### src/rtl/core/cdn_pkg.sv
// Calendar date normalizer: shared types, constants and constant-divisor helpers.
// No dependencies; every other file in rtl/core but cdn_if refers to it by scoped name.
`default_nettype none

package cdn_pkg;

  typedef enum logic [1:0] {
    OP_SET_ALL       = 2'd0,
    OP_SET_KEEP_YEAR = 2'd1,
    OP_SET_TIME      = 2'd2,
    OP_ADD_DAYS      = 2'd3
  } cdn_op_e;

  typedef struct packed {
    cdn_op_e     op;
    logic [5:0]  minute;
    logic [4:0]  hour;
    logic [10:0] day;
    logic [3:0]  month;
    logic [2:0]  year_add;
    logic [13:0] year;
  } cdn_cmd_t;

  localparam logic [13:0] YEAR_MAX   = 14'd9999;
  localparam logic [13:0] YEAR_RESET = 14'd2000;
  localparam logic [5:0]  SAT_MINUTE = 6'd59;
  localparam logic [4:0]  SAT_HOUR   = 5'd23;
  localparam logic [10:0] SAT_DAY    = 11'd31;
  localparam logic [3:0]  SAT_MONTH  = 4'd12;

  localparam int unsigned MINS_PER_HOUR = 60;
  localparam int unsigned HOURS_PER_DAY = 24;
  localparam int unsigned MONTHS        = 12;
  localparam int unsigned CENTURY       = 100;
  localparam int unsigned WEEK_DAYS     = 7;

  localparam int unsigned DIV60_MUL  = 1093;
  localparam int unsigned DIV24_MUL  = 2731;
  localparam int unsigned DIV12_MUL  = 43;
  localparam int unsigned DIV100_MUL = 5243;
  localparam int unsigned DIV7_MUL   = 37450;

  function automatic logic [4:0] div60(input logic [9:0] x);
    logic [20:0] p;
    p = 21'(x) * 21'(DIV60_MUL);
    return p[20:16];
  endfunction

  function automatic logic [6:0] div24(input logic [10:0] x);
    logic [22:0] p;
    p = 23'(x) * 23'(DIV24_MUL);
    return p[22:16];
  endfunction

  function automatic logic [2:0] div12(input logic [5:0] x);
    logic [11:0] p;
    p = 12'(x) * 12'(DIV12_MUL);
    return p[11:9];
  endfunction

  function automatic logic [7:0] div100(input logic [13:0] x);
    logic [26:0] p;
    p = 27'(x) * 27'(DIV100_MUL);
    return p[26:19];
  endfunction

  function automatic logic [2:0] mod7(input logic [13:0] x);
    logic [29:0] p;
    logic [13:0] r;
    p = 30'(x) * 30'(DIV7_MUL);
    r = x - 14'(p[29:18]) * 14'(WEEK_DAYS);
    return r[2:0];
  endfunction

  function automatic logic is_leap(input logic [13:0] y);
    logic [7:0]  q;
    logic [13:0] c;
    q = div100(y);
    c = 14'(q) * 14'(CENTURY);
    return (y[1:0] == 2'b00) && ((c != y) || (q[1:0] == 2'b00));
  endfunction

  function automatic logic [4:0] month_len(input logic [3:0] m, input logic lp);
    logic [4:0] len;
    unique case (m)
      4'd2:                      len = lp ? 5'd29 : 5'd28;
      4'd4, 4'd6, 4'd9, 4'd11:   len = 5'd30;
      default:                   len = 5'd31;
    endcase
    return len;
  endfunction

  function automatic logic [2:0] sak_offset(input logic [3:0] m);
    logic [2:0] v;
    unique case (m)
      4'd2:    v = 3'd3;
      4'd3:    v = 3'd2;
      4'd4:    v = 3'd5;
      4'd6:    v = 3'd3;
      4'd7:    v = 3'd5;
      4'd8:    v = 3'd1;
      4'd9:    v = 3'd4;
      4'd10:   v = 3'd6;
      4'd11:   v = 3'd2;
      4'd12:   v = 3'd4;
      default: v = 3'd0;
    endcase
    return v;
  endfunction

endpackage

`default_nettype wire

### src/rtl/core/cdn_if.sv
// Calendar date normalizer: input and result channel interfaces.
// Valid/ready handshake; no dependencies.
`default_nettype none

interface cdn_in_if;
  logic        valid;
  logic        ready;
  logic [1:0]  op;
  logic [9:0]  set_minute;
  logic [9:0]  set_hour;
  logic [9:0]  set_day;
  logic [5:0]  set_month;
  logic [13:0] set_year;
  logic [9:0]  day_offset;

  modport source (output valid, op, set_minute, set_hour, set_day, set_month, set_year,
                  day_offset, input ready);
  modport sink   (input valid, op, set_minute, set_hour, set_day, set_month, set_year,
                  day_offset, output ready);
endinterface

interface cdn_out_if;
  logic        valid;
  logic        ready;
  logic [5:0]  minute_out;
  logic [4:0]  hour_out;
  logic [4:0]  day_out;
  logic [3:0]  month_out;
  logic [13:0] year_out;
  logic [2:0]  weekday;
  logic [2:0]  first_weekday;
  logic [4:0]  month_length;
  logic        leap;
  logic        year_saturated;

  modport source (output valid, minute_out, hour_out, day_out, month_out, year_out, weekday,
                  first_weekday, month_length, leap, year_saturated, input ready);
  modport sink   (input valid, minute_out, hour_out, day_out, month_out, year_out, weekday,
                  first_weekday, month_length, leap, year_saturated, output ready);
endinterface

`default_nettype wire

### src/rtl/core/cdn_front.sv
// Calendar date normalizer front end: accepts items, carries minutes and hours,
// folds months into years and builds a command. Depends on cdn_pkg and cdn_if.
`default_nettype none

module cdn_front (
  input  logic             clk_i,
  input  logic             rst_ni,
  cdn_in_if.sink           in_i,
  output logic             cmd_valid_o,
  input  logic             cmd_ready_i,
  output cdn_pkg::cdn_cmd_t cmd_o
);

  localparam logic [1:0] FE_IDLE = 2'd0;
  localparam logic [1:0] FE_MIN  = 2'd1;
  localparam logic [1:0] FE_HOUR = 2'd2;
  localparam logic [1:0] FE_PUSH = 2'd3;

  logic [1:0] state_q, state_d;

  cdn_pkg::cdn_op_e op_q;
  logic [9:0]  min_q;
  logic [10:0] hour_q;
  logic [10:0] day_q;
  logic [5:0]  mon_q;
  logic [13:0] year_q;
  logic [9:0]  offs_q;
  logic [5:0]  mi_q;
  logic [4:0]  hr_q;
  logic [3:0]  mo_q;
  logic [2:0]  yadd_q;

  logic        accept;
  logic [4:0]  q60;
  logic [10:0] hour_tot;
  logic [5:0]  mi_n;
  logic [5:0]  mon_m1;
  logic [2:0]  q12;
  logic [3:0]  mo_n;
  logic [6:0]  q24;
  logic [4:0]  hr_n;
  logic [10:0] day_n;

  assign in_i.ready  = (state_q == FE_IDLE);
  assign accept      = in_i.valid && in_i.ready;
  assign cmd_valid_o = (state_q == FE_PUSH);

  always_comb begin
    q60      = cdn_pkg::div60(min_q);
    hour_tot = hour_q + 11'(q60);
    mi_n     = 6'(min_q - 10'(q60) * 10'(cdn_pkg::MINS_PER_HOUR));
    mon_m1   = ((mon_q == 6'd0) ? 6'd1 : mon_q) - 6'd1;
    q12      = cdn_pkg::div12(mon_m1);
    mo_n     = 4'(mon_m1 - 6'(q12) * 6'(cdn_pkg::MONTHS)) + 4'd1;
    q24      = cdn_pkg::div24(hour_q);
    hr_n     = 5'(hour_q - 11'(q24) * 11'(cdn_pkg::HOURS_PER_DAY));
    unique case (op_q)
      cdn_pkg::OP_SET_ALL,
      cdn_pkg::OP_SET_KEEP_YEAR: day_n = day_q + 11'(q24);
      cdn_pkg::OP_SET_TIME:      day_n = 11'(q24);
      cdn_pkg::OP_ADD_DAYS:      day_n = 11'(offs_q);
    endcase
  end

  always_comb begin
    state_d = state_q;
    unique case (state_q)
      FE_IDLE: if (accept) state_d = FE_MIN;
      FE_MIN:  state_d = FE_HOUR;
      FE_HOUR: state_d = FE_PUSH;
      FE_PUSH: if (cmd_ready_i) state_d = FE_IDLE;
      default: state_d = FE_IDLE;
    endcase
  end

  always_ff @(posedge clk_i or negedge rst_ni) begin
    if (!rst_ni) begin
      state_q <= FE_IDLE;
    end else begin
      state_q <= state_d;
    end
  end

  always_ff @(posedge clk_i) begin
    if (accept) begin
      op_q   <= cdn_pkg::cdn_op_e'(in_i.op);
      min_q  <= in_i.set_minute;
      hour_q <= {1'b0, in_i.set_hour};
      day_q  <= (in_i.set_day == 10'd0) ? 11'd1 : {1'b0, in_i.set_day};
      mon_q  <= in_i.set_month;
      year_q <= (in_i.set_year == 14'd0) ? 14'd1 : in_i.set_year;
      offs_q <= in_i.day_offset;
    end
    if (state_q == FE_MIN) begin
      mi_q   <= mi_n;
      hour_q <= hour_tot;
      mo_q   <= mo_n;
      yadd_q <= q12;
    end
    if (state_q == FE_HOUR) begin
      hr_q  <= hr_n;
      day_q <= day_n;
    end
  end

  always_comb begin
    cmd_o.op       = op_q;
    cmd_o.minute   = mi_q;
    cmd_o.hour     = hr_q;
    cmd_o.day      = day_q;
    cmd_o.month    = mo_q;
    cmd_o.year_add = yadd_q;
    cmd_o.year     = year_q;
  end

endmodule

`default_nettype wire

### src/rtl/core/cdn_fifo.sv
// Calendar date normalizer command queue between front and back end.
// Register-based FIFO of cdn_pkg::cdn_cmd_t entries; Depth must be 2 or more.
`default_nettype none

module cdn_fifo #(
  parameter int unsigned Depth = 2
) (
  input  logic              clk_i,
  input  logic              rst_ni,
  input  logic              push_valid_i,
  output logic              push_ready_o,
  input  cdn_pkg::cdn_cmd_t push_data_i,
  output logic              pop_valid_o,
  input  logic              pop_ready_i,
  output cdn_pkg::cdn_cmd_t pop_data_o
);

  localparam int unsigned PtrW = $clog2(Depth);
  localparam int unsigned CntW = $clog2(Depth + 1);

  cdn_pkg::cdn_cmd_t mem_q [Depth];
  logic [PtrW-1:0] wr_ptr_q, rd_ptr_q;
  logic [CntW-1:0] count_q;
  logic            push, pop;

  assign push_ready_o = (count_q != CntW'(Depth));
  assign pop_valid_o  = (count_q != '0);
  assign pop_data_o   = mem_q[rd_ptr_q];
  assign push         = push_valid_i && push_ready_o;
  assign pop          = pop_valid_o && pop_ready_i;

  always_ff @(posedge clk_i or negedge rst_ni) begin
    if (!rst_ni) begin
      wr_ptr_q <= '0;
      rd_ptr_q <= '0;
      count_q  <= '0;
    end else begin
      if (push) begin
        wr_ptr_q <= (wr_ptr_q == PtrW'(Depth - 1)) ? '0 : wr_ptr_q + 1'b1;
      end
      if (pop) begin
        rd_ptr_q <= (rd_ptr_q == PtrW'(Depth - 1)) ? '0 : rd_ptr_q + 1'b1;
      end
      unique case ({push, pop})
        2'b10:   count_q <= count_q + 1'b1;
        2'b01:   count_q <= count_q - 1'b1;
        default: count_q <= count_q;
      endcase
    end
  end

  always_ff @(posedge clk_i) begin
    if (push) begin
      mem_q[wr_ptr_q] <= push_data_i;
    end
  end

endmodule

`default_nettype wire

### src/rtl/core/cdn_back.sv
// Calendar date normalizer back end: holds the current date, walks days through
// months and years, derives weekday data and drives the result register. Uses cdn_pkg.
`default_nettype none

module cdn_back (
  input  logic              clk_i,
  input  logic              rst_ni,
  input  logic              cmd_valid_i,
  output logic              cmd_ready_o,
  input  cdn_pkg::cdn_cmd_t cmd_i,
  cdn_out_if.source         out_o
);

  localparam logic [2:0] BE_IDLE = 3'd0;
  localparam logic [2:0] BE_LEAP = 3'd1;
  localparam logic [2:0] BE_STEP = 3'd2;
  localparam logic [2:0] BE_WK1  = 3'd3;
  localparam logic [2:0] BE_WK2  = 3'd4;
  localparam logic [2:0] BE_WK3  = 3'd5;
  localparam logic [2:0] BE_OUT  = 3'd6;

  logic [2:0] state_q, state_d;

  logic [5:0]  cur_minute_q;
  logic [4:0]  cur_hour_q;
  logic [4:0]  cur_day_q;
  logic [3:0]  cur_month_q;
  logic [13:0] cur_year_q;
  logic        out_valid_q;

  logic [5:0]  mi_w_q;
  logic [4:0]  hr_w_q;
  logic [10:0] d_w_q;
  logic [3:0]  mo_w_q;
  logic [13:0] y_w_q;
  logic        sat_w_q;
  logic        leap_w_q;
  logic [13:0] yy_q;
  logic [7:0]  q100_q;
  logic [13:0] s_q;
  logic [2:0]  b7_q;

  logic [5:0]  minute_q;
  logic [4:0]  hour_q;
  logic [4:0]  day_q;
  logic [3:0]  month_q;
  logic [13:0] year_q;
  logic [2:0]  weekday_q;
  logic [2:0]  first_q;
  logic [4:0]  mlen_q;
  logic        leap_q;
  logic        ysat_q;

  logic        take;
  logic [5:0]  ld_mi;
  logic [4:0]  ld_hr;
  logic [10:0] ld_d;
  logic [3:0]  ld_mo;
  logic [14:0] ld_y;
  logic        ld_sat;
  logic [4:0]  len;
  logic        fits;
  logic        year_end;
  logic        y_last;
  logic [13:0] yy;
  logic [14:0] s_sum;
  logic        out_free;
  logic        finish;

  assign cmd_ready_o = (state_q == BE_IDLE);
  assign take        = cmd_valid_i && cmd_ready_o;
  assign out_free    = !out_valid_q || out_o.ready;
  assign finish      = (state_q == BE_OUT) && out_free;

  always_comb begin
    ld_mi = cmd_i.minute;
    ld_hr = cmd_i.hour;
    ld_d  = cmd_i.day;
    ld_mo = cmd_i.month;
    ld_y  = {1'b0, cur_year_q};
    unique case (cmd_i.op)
      cdn_pkg::OP_SET_ALL: begin
        ld_y = {1'b0, cmd_i.year} + 15'(cmd_i.year_add);
      end
      cdn_pkg::OP_SET_KEEP_YEAR: begin
        ld_y = {1'b0, cur_year_q} + 15'(cmd_i.year_add);
      end
      cdn_pkg::OP_SET_TIME: begin
        ld_d  = 11'(cur_day_q) + cmd_i.day;
        ld_mo = cur_month_q;
      end
      cdn_pkg::OP_ADD_DAYS: begin
        ld_mi = cur_minute_q;
        ld_hr = cur_hour_q;
        ld_d  = 11'(cur_day_q) + cmd_i.day;
        ld_mo = cur_month_q;
      end
    endcase
    ld_sat = (ld_y > 15'(cdn_pkg::YEAR_MAX));
  end

  always_comb begin
    len      = cdn_pkg::month_len(mo_w_q, leap_w_q);
    fits     = (d_w_q <= 11'(len));
    year_end = (mo_w_q == 4'd12);
    y_last   = (y_w_q == cdn_pkg::YEAR_MAX);
    yy       = y_w_q - ((mo_w_q < 4'd3) ? 14'd1 : 14'd0);
    s_sum    = 15'(yy_q) + 15'(yy_q[13:2]) - 15'(q100_q) + 15'(q100_q[7:2])
             + 15'(cdn_pkg::sak_offset(mo_w_q));
  end

  always_comb begin
    state_d = state_q;
    unique case (state_q)
      BE_IDLE: if (take) state_d = BE_LEAP;
      BE_LEAP: state_d = BE_STEP;
      BE_STEP: begin
        priority if (fits) state_d = BE_WK1;
        else if (year_end) state_d = BE_LEAP;
        else state_d = BE_STEP;
      end
      BE_WK1:  state_d = BE_WK2;
      BE_WK2:  state_d = BE_WK3;
      BE_WK3:  state_d = BE_OUT;
      BE_OUT:  if (out_free) state_d = BE_IDLE;
      default: state_d = BE_IDLE;
    endcase
  end

  always_ff @(posedge clk_i or negedge rst_ni) begin
    if (!rst_ni) begin
      state_q      <= BE_IDLE;
      out_valid_q  <= 1'b0;
      cur_minute_q <= 6'd0;
      cur_hour_q   <= 5'd0;
      cur_day_q    <= 5'd1;
      cur_month_q  <= 4'd1;
      cur_year_q   <= cdn_pkg::YEAR_RESET;
    end else begin
      state_q <= state_d;
      if (finish) begin
        out_valid_q  <= 1'b1;
        cur_minute_q <= mi_w_q;
        cur_hour_q   <= hr_w_q;
        cur_day_q    <= d_w_q[4:0];
        cur_month_q  <= mo_w_q;
        cur_year_q   <= y_w_q;
      end else if (out_o.ready) begin
        out_valid_q <= 1'b0;
      end
    end
  end

  always_ff @(posedge clk_i) begin
    unique case (state_q)
      BE_IDLE: begin
        if (take) begin
          if (ld_sat) begin
            mi_w_q  <= cdn_pkg::SAT_MINUTE;
            hr_w_q  <= cdn_pkg::SAT_HOUR;
            d_w_q   <= cdn_pkg::SAT_DAY;
            mo_w_q  <= cdn_pkg::SAT_MONTH;
            y_w_q   <= cdn_pkg::YEAR_MAX;
            sat_w_q <= 1'b1;
          end else begin
            mi_w_q  <= ld_mi;
            hr_w_q  <= ld_hr;
            d_w_q   <= ld_d;
            mo_w_q  <= ld_mo;
            y_w_q   <= ld_y[13:0];
            sat_w_q <= 1'b0;
          end
        end
      end
      BE_LEAP: leap_w_q <= cdn_pkg::is_leap(y_w_q);
      BE_STEP: begin
        if (!fits) begin
          priority if (year_end && y_last) begin
            mi_w_q  <= cdn_pkg::SAT_MINUTE;
            hr_w_q  <= cdn_pkg::SAT_HOUR;
            d_w_q   <= cdn_pkg::SAT_DAY;
            mo_w_q  <= cdn_pkg::SAT_MONTH;
            sat_w_q <= 1'b1;
          end else if (year_end) begin
            d_w_q  <= d_w_q - 11'(len);
            mo_w_q <= 4'd1;
            y_w_q  <= y_w_q + 14'd1;
          end else begin
            d_w_q  <= d_w_q - 11'(len);
            mo_w_q <= mo_w_q + 4'd1;
          end
        end
      end
      BE_WK1: begin
        yy_q   <= yy;
        q100_q <= cdn_pkg::div100(yy);
      end
      BE_WK2: s_q  <= s_sum[13:0];
      BE_WK3: b7_q <= cdn_pkg::mod7(s_q);
      BE_OUT: begin
        if (out_free) begin
          minute_q  <= mi_w_q;
          hour_q    <= hr_w_q;
          day_q     <= d_w_q[4:0];
          month_q   <= mo_w_q;
          year_q    <= y_w_q;
          weekday_q <= cdn_pkg::mod7(14'(b7_q) + 14'(d_w_q[4:0]));
          first_q   <= (b7_q == 3'd6) ? 3'd0 : b7_q + 3'd1;
          mlen_q    <= len;
          leap_q    <= leap_w_q;
          ysat_q    <= sat_w_q;
        end
      end
      default: ;
    endcase
  end

  assign out_o.valid          = out_valid_q;
  assign out_o.minute_out     = minute_q;
  assign out_o.hour_out       = hour_q;
  assign out_o.day_out        = day_q;
  assign out_o.month_out      = month_q;
  assign out_o.year_out       = year_q;
  assign out_o.weekday        = weekday_q;
  assign out_o.first_weekday  = first_q;
  assign out_o.month_length   = mlen_q;
  assign out_o.leap           = leap_q;
  assign out_o.year_saturated = ysat_q;

endmodule

`default_nettype wire

### src/rtl/core/calendar_date_normalizer.sv
// Calendar date normalizer top level: front end, command queue, back end.
// Depends on cdn_pkg, cdn_if, cdn_front, cdn_fifo and cdn_back.
//
//   Channel  Port   Dir  Moves
//   input    in_i   in   op, set_minute/hour/day/month/year, day_offset
//   result   out_o  out  normalized date, weekday, first_weekday, month_length, flags
//
// Front end steps per item: load, minute carry, hour carry, hand-off; it takes a new item only after the hand-off.
// Back end steps: load, leap check, day walk (one month per cycle, back to the leap check at each
// year end), weekday steps WK1 to WK3, output; it takes a new command only after its result is registered.
// Results come out in order through an output register; either side may stall.
// Reset: date 00:00, 1 January 2000; queue and result register empty.
`default_nettype none

module calendar_date_normalizer #(
  parameter int unsigned QueueDepth = 2
) (
  input  logic       clk_i,
  input  logic       rst_ni,
  cdn_in_if.sink     in_i,
  cdn_out_if.source  out_o
);

  logic              fe_valid, fe_ready;
  cdn_pkg::cdn_cmd_t fe_cmd;
  logic              be_valid, be_ready;
  cdn_pkg::cdn_cmd_t be_cmd;

  cdn_front u_front (
    .clk_i       (clk_i),
    .rst_ni      (rst_ni),
    .in_i        (in_i),
    .cmd_valid_o (fe_valid),
    .cmd_ready_i (fe_ready),
    .cmd_o       (fe_cmd)
  );

  cdn_fifo #(
    .Depth (QueueDepth)
  ) u_fifo (
    .clk_i        (clk_i),
    .rst_ni       (rst_ni),
    .push_valid_i (fe_valid),
    .push_ready_o (fe_ready),
    .push_data_i  (fe_cmd),
    .pop_valid_o  (be_valid),
    .pop_ready_i  (be_ready),
    .pop_data_o   (be_cmd)
  );

  cdn_back u_back (
    .clk_i       (clk_i),
    .rst_ni      (rst_ni),
    .cmd_valid_i (be_valid),
    .cmd_ready_o (be_ready),
    .cmd_i       (be_cmd),
    .out_o       (out_o)
  );

endmodule

`default_nettype wire

### src/flat_wrapper.sv
// flat-port wrapper written by rule: the top's interface ports become plain ports
module calendar_date_normalizer_flat 
#(
  parameter int unsigned QueueDepth = 2
)
  (clk_i, rst_ni, in_i_valid, in_i_op, in_i_set_minute, in_i_set_hour, in_i_set_day, in_i_set_month, in_i_set_year, in_i_day_offset, in_i_ready, out_o_valid, out_o_minute_out, out_o_hour_out, out_o_day_out, out_o_month_out, out_o_year_out, out_o_weekday, out_o_first_weekday, out_o_month_length, out_o_leap, out_o_year_saturated, out_o_ready);
  cdn_in_if in_i_i ();
  cdn_out_if out_o_i ();
  input  logic clk_i;
  input  logic rst_ni;
  input wire logic [$bits(in_i_i.valid)-1:0] in_i_valid;
  input wire logic [$bits(in_i_i.op)-1:0] in_i_op;
  input wire logic [$bits(in_i_i.set_minute)-1:0] in_i_set_minute;
  input wire logic [$bits(in_i_i.set_hour)-1:0] in_i_set_hour;
  input wire logic [$bits(in_i_i.set_day)-1:0] in_i_set_day;
  input wire logic [$bits(in_i_i.set_month)-1:0] in_i_set_month;
  input wire logic [$bits(in_i_i.set_year)-1:0] in_i_set_year;
  input wire logic [$bits(in_i_i.day_offset)-1:0] in_i_day_offset;
  output wire logic [$bits(in_i_i.ready)-1:0] in_i_ready;
  output wire logic [$bits(out_o_i.valid)-1:0] out_o_valid;
  output wire logic [$bits(out_o_i.minute_out)-1:0] out_o_minute_out;
  output wire logic [$bits(out_o_i.hour_out)-1:0] out_o_hour_out;
  output wire logic [$bits(out_o_i.day_out)-1:0] out_o_day_out;
  output wire logic [$bits(out_o_i.month_out)-1:0] out_o_month_out;
  output wire logic [$bits(out_o_i.year_out)-1:0] out_o_year_out;
  output wire logic [$bits(out_o_i.weekday)-1:0] out_o_weekday;
  output wire logic [$bits(out_o_i.first_weekday)-1:0] out_o_first_weekday;
  output wire logic [$bits(out_o_i.month_length)-1:0] out_o_month_length;
  output wire logic [$bits(out_o_i.leap)-1:0] out_o_leap;
  output wire logic [$bits(out_o_i.year_saturated)-1:0] out_o_year_saturated;
  input wire logic [$bits(out_o_i.ready)-1:0] out_o_ready;
  assign in_i_i.valid = in_i_valid;
  assign in_i_i.op = in_i_op;
  assign in_i_i.set_minute = in_i_set_minute;
  assign in_i_i.set_hour = in_i_set_hour;
  assign in_i_i.set_day = in_i_set_day;
  assign in_i_i.set_month = in_i_set_month;
  assign in_i_i.set_year = in_i_set_year;
  assign in_i_i.day_offset = in_i_day_offset;
  assign in_i_ready = in_i_i.ready;
  assign out_o_valid = out_o_i.valid;
  assign out_o_minute_out = out_o_i.minute_out;
  assign out_o_hour_out = out_o_i.hour_out;
  assign out_o_day_out = out_o_i.day_out;
  assign out_o_month_out = out_o_i.month_out;
  assign out_o_year_out = out_o_i.year_out;
  assign out_o_weekday = out_o_i.weekday;
  assign out_o_first_weekday = out_o_i.first_weekday;
  assign out_o_month_length = out_o_i.month_length;
  assign out_o_leap = out_o_i.leap;
  assign out_o_year_saturated = out_o_i.year_saturated;
  assign out_o_i.ready = out_o_ready;
  calendar_date_normalizer #(.QueueDepth(QueueDepth)) u_core (.clk_i(clk_i), .rst_ni(rst_ni), .in_i(in_i_i), .out_o(out_o_i));
endmodule
### config.mk
export PLATFORM = sky130hd
export DESIGN_NAME = calendar_date_normalizer_flat
export DESIGN_NICKNAME = d
export VERILOG_FILES = /design/src/rtl/core/cdn_pkg.sv /design/src/rtl/core/cdn_if.sv /design/src/rtl/core/cdn_front.sv /design/src/rtl/core/cdn_fifo.sv /design/src/rtl/core/cdn_back.sv /design/src/rtl/core/calendar_date_normalizer.sv /design/src/flat_wrapper.sv
export SDC_FILE = /design/constraint.sdc
export NUM_CORES = 1
export LEC_CHECK = 0
export BUFFER_PORTS_ARGS = -buffer_cell sky130_fd_sc_hd__buf_4
export CAP_MARGIN = 5
export CORE_ASPECT_RATIO = 1.4
export CORE_UTILIZATION = 64
export CTS_BUF_LIST = sky130_fd_sc_hd__clkbuf_16
export CTS_CLUSTER_DIAMETER = 200
export DETAILED_ROUTE_END_ITERATION = 10
export HOLD_SLACK_MARGIN = 0.1
export MAX_ROUTING_LAYER = met4
export PLACE_DENSITY = 0.82
export REMOVE_ABC_BUFFERS = 1
export SLEW_MARGIN = 15
export SYNTH_ARGS = -nofsm -noshare
export SYNTH_HDL_FRONTEND = slang
export SYNTH_SLANG_ARGS = --single-unit
export TNS_END_PERCENT = 5
### constraint.sdc
create_clock -name clk_i -period 9.6 [get_ports clk_i]
set_input_delay 0.96 -clock clk_i [delete_from_list [all_inputs] [get_ports clk_i]]
set_output_delay 0.96 -clock clk_i [all_outputs]
set_load 0.02 [all_outputs]
==> qor.yml <==
layout:
  layout.cells.most_common_list: "sky130_fd_sc_hd__ha_1, sky130_fd_sc_hd__inv_1, sky130_fd_sc_hd__edfxtp_1, sky130_fd_sc_hd__fa_1, sky130_fd_sc_hd__buf_4"
  post_route_cells_drive_above_1_share: 0.101
  seq_area_mm2: 0.0101
  mostFrequentLayoutCell: "sky130_fd_sc_hd__ha_1"
  multiInputGateArea_mm2: 0.0182
  filler_cell_count: 3288
  num-nets-final: 3620
  synthToLayoutAreaGrowth_pct: 9.03
  n_antenna_cell: 0
logic_synthesis:
  syn_avg_cell_area_um2: 11.4
  synth_seq_area_share: 0.332
  synth_simple_gate_area_frac: 0.0628
  synth_largest_type_area_fraction: 0.293
  ys_ff_latch: 344
  ys.flop_type: "sky130_fd_sc_hd__edfxtp_1"
  synth_adder_area_share: 0.378
  synth_enable_flop_cells: 297
  post_synth_num_cell_types: 96
  yosys-top-cells-area: "sky130_fd_sc_hd__edfxtp_1, sky130_fd_sc_hd__ha_1, sky130_fd_sc_hd__fa_1"
  synth.yosys.warnings: 0
  syn-cell-area_mm2: 0.0304
  async_flop_share: 0.128
  synthXorXnorAreaFrac: 0.0481
  dominant_combinational_cell_family_by_area_after_synthesis: "adder cells"
  library_cell_with_the_largest_summed_area_after_synthesis: "sky130_fd_sc_hd__edfxtp_1"
  synthCells: 2667
  compound_gate_portion_of_the_synthesized_area: 0.0753
  synth_mux_area_frac: 0.0333
die:
  io_pins: 115
  fp.coreArea_mm2: 0.0469
  row_count: 94
  fp.dieArea_mm2: 0.0484
  floorplan.initialDensity: 0.648
  floorplan.die.height_um: 260
  die_width_um: 186
route:
  starting_drc_count_in_detailed_routing: 978
  wl_um: 63200
  vias: 19400
  routedWlPerCell_um: 18.4
  firstDrtPassIters: 5
  postRouteAntennaNets: 0
  detail_route.drc_violations: 0
  via_per_inst: 5.68
clocking:
  clock_path_buffers: 3
  cts.repair_timing.setup_buffer_count: 0
  path_clk_slew_ns: 0.06
  worstSkewPairLatency_ns: 0.55
  cts_root_buf: "sky130_fd_sc_hd__clkbuf_16"
  cts_hold_repair.buffers: 0
  cts_resized: 0
  cts_made_buffers: 37
  clock_sink_count: 344
  h-tree-depth: 2
  tritoncts_clock_tree: "done"
setup_path:
  timing_worst_setup_path_type: "flip-flop to flip-flop"
  timing.critical_path.arrival_ns: 8.81
  critPathMaxFanout: 14
  cp-end-kind: "flip-flop"
  worst-r2r-cell-count: 32
  cpMaxStageDelayCell: "sky130_fd_sc_hd__edfxtp_1"
  crit_top_cell: "sky130_fd_sc_hd__inv_1"
  required_ns: 9.88
  max_stage_delay_ns: 0.88
  critPathLaunchType: "flip-flop"
flow_run:
  maxCapViolations: 0
timing:
  timing_max_transition_violations_final: 0
  tns_ns: 0
  worst_clock_skew_ns: 0.0195
  setup_viol_count_final: 0
  max_freq_ghz: 0.117
  relSlewSlack: 0.264
  tightestPinTransition_ns: 1.10
  final_hold_viol_count: 0
  period_minus_slack_ns: 8.53
  final.period_utilization: 0.889
  rsz0062_at_grt: "no"
place:
  place.port_buffers: 111
  hpwlAfterDp_um: 51100
  gp_congestion: 0.946
global_routing:
  grt_pass1_vias: 21100
  overall_routing_resource_usage: 0.283
  number_of_antenna_violations_at_the_first_check_in_global_routing: 0
  grt_max_degree: 81
  grt_overflow: 0
  grt_first_pass_wirelength_um: 104000
min_path:
  holdPathStages: 0
  min_path_type: "flip-flop to flip-flop"
run_status:
  run_status: "finished clean"
through the flow:
stage / std cells / hold slack [ns] / instance area, um2 / util / setup WS (ns)
floorplan: 2606 / 0.400 / 30100 / - / 2.02
global placement: 3358 / 0.420 / 31900 / 0.680 / 1.27
detailed placement: 3358 / 0.414 / 31900 / 0.680 / 1.09
CTS: 3425 / 0.427 / 33200 / 0.707 / 1.07
global route: 3425 / 0.439 / 33200 / 0.707 / 0.450
finish: 3425 / 0.426 / 33200 / 0.707 / 1.07
worst max-delay path: cells and delay by family, from the launching register on:
kind	cells	cell delay, ns
AO/OA/AOI/OAI	12	2.31
XOR/XNOR	2	0.29
adder cells (fa/ha/maj)	10	4.09
buffers and inverters	6	0.31
flip-flops	1	0.88
AND/OR/NAND/NOR	2	0.40
cell families after synthesis:
| kind of cell | after synthesis |
|---|---|
| fa+ha+maj | 781 |
| other cells | 1 |
| mux | 94 |
| compound gates | 342 |
| xor+xnor | 167 |
| simple gates | 381 |
| buf+inv | 557 |
| flops | 344 |
final cells by class:
type	count	share of cell area
repair buffers	128	0.0290
flip-flops and latches	344	0.304
inverters	494	0.0560
clock buffers	37	0.0279
multi-input cells	1768	0.549
well taps	624	0.0235
clock inverters	30	0.0102
layer usage:
layer	wire length [um]	part of all wire	up-vias	global-route usage
met5	0	0	-	-
met4	2170	0.034	0	0.103
met3	2360	0.037	150	0.0276
met2	33900	0.54	454	0.510
met1	24800	0.39	9539	0.322
li1	-	-	9299	-
cells in the mapped netlist (8+ instances only):
cell type                  count
sky130_fd_sc_hd__a31oi_1      11
sky130_fd_sc_hd__clkbuf_1     46
sky130_fd_sc_hd__mux2i_1      40
sky130_fd_sc_hd__nand3_1      39
sky130_fd_sc_hd__nor2_1       83
sky130_fd_sc_hd__o21bai_1     12
sky130_fd_sc_hd__dfrtp_1      36
sky130_fd_sc_hd__nand2_1     101
sky130_fd_sc_hd__mux2_2       53
sky130_fd_sc_hd__and2_1       12
sky130_fd_sc_hd__a211oi_1      9
sky130_fd_sc_hd__o211ai_1     11
sky130_fd_sc_hd__nor4_1       11
sky130_fd_sc_hd__nor3_1       23
sky130_fd_sc_hd__edfxtp_1    297
sky130_fd_sc_hd__o21ai_0      75
sky130_fd_sc_hd__nand2b_1     23
sky130_fd_sc_hd__inv_1       493
sky130_fd_sc_hd__and3_1       20
sky130_fd_sc_hd__a31o_2        8
sky130_fd_sc_hd__xnor2_1     122
sky130_fd_sc_hd__a21o_1       32
sky130_fd_sc_hd__dfstp_2       8
sky130_fd_sc_hd__o21a_1       13
sky130_fd_sc_hd__ha_1        552
sky130_fd_sc_hd__xor2_1       45
sky130_fd_sc_hd__o22ai_1      12
sky130_fd_sc_hd__a32oi_1       8
sky130_fd_sc_hd__a21oi_1      86
sky130_fd_sc_hd__fa_1        229
sky130_fd_sc_hd__nor2b_1      22
sequential cells by signal, indices dropped and copies added, names as in the netlist, 11 cells and up, named ones only:
register and flops:
u_core.u_back.out_o.year_out 14, u_core.u_back.yy_q 14, u_core.u_back.cur_year_q 14, u_core.u_front.hour_q 11
u_core.u_front.day_q 11, u_core.u_front.year_q 14, u_core.u_back.y_w_q 14, u_core.u_back.s_q 14
u_core.u_back.d_w_q 11, u_core.u_fifo.mem_q 90
worst paths after layout:
kind / start / end / slack [ns]
max: u_core.u_back.y_w_q[9]$_DFFE_PP_ / u_core.u_back.leap_w_q$_DFFE_PP_ / 1.07
min: u_core.u_back.sat_w_q$_SDFFCE_PP1P_ / u_core.u_back.out_o.year_saturated$_DFFE_PP_ / 0.43
max reg2reg: u_core.u_back.y_w_q[9]$_DFFE_PP_ / u_core.u_back.leap_w_q$_DFFE_PP_ / 1.07
min reg2reg: u_core.u_back.sat_w_q$_SDFFCE_PP1P_ / u_core.u_back.out_o.year_saturated$_DFFE_PP_ / 0.43
max in group asynchronous: rst_ni / u_core.u_fifo.rd_ptr_q$_DFFE_PN0P_ / 8.65
min in group asynchronous: rst_ni / u_core.u_back.cur_year_q[13]$_DFFE_PN0P_ / 0.45
Power is not shown: default switching activity piles up to over one toggle a cycle in this logic, so the estimate is an artifact.
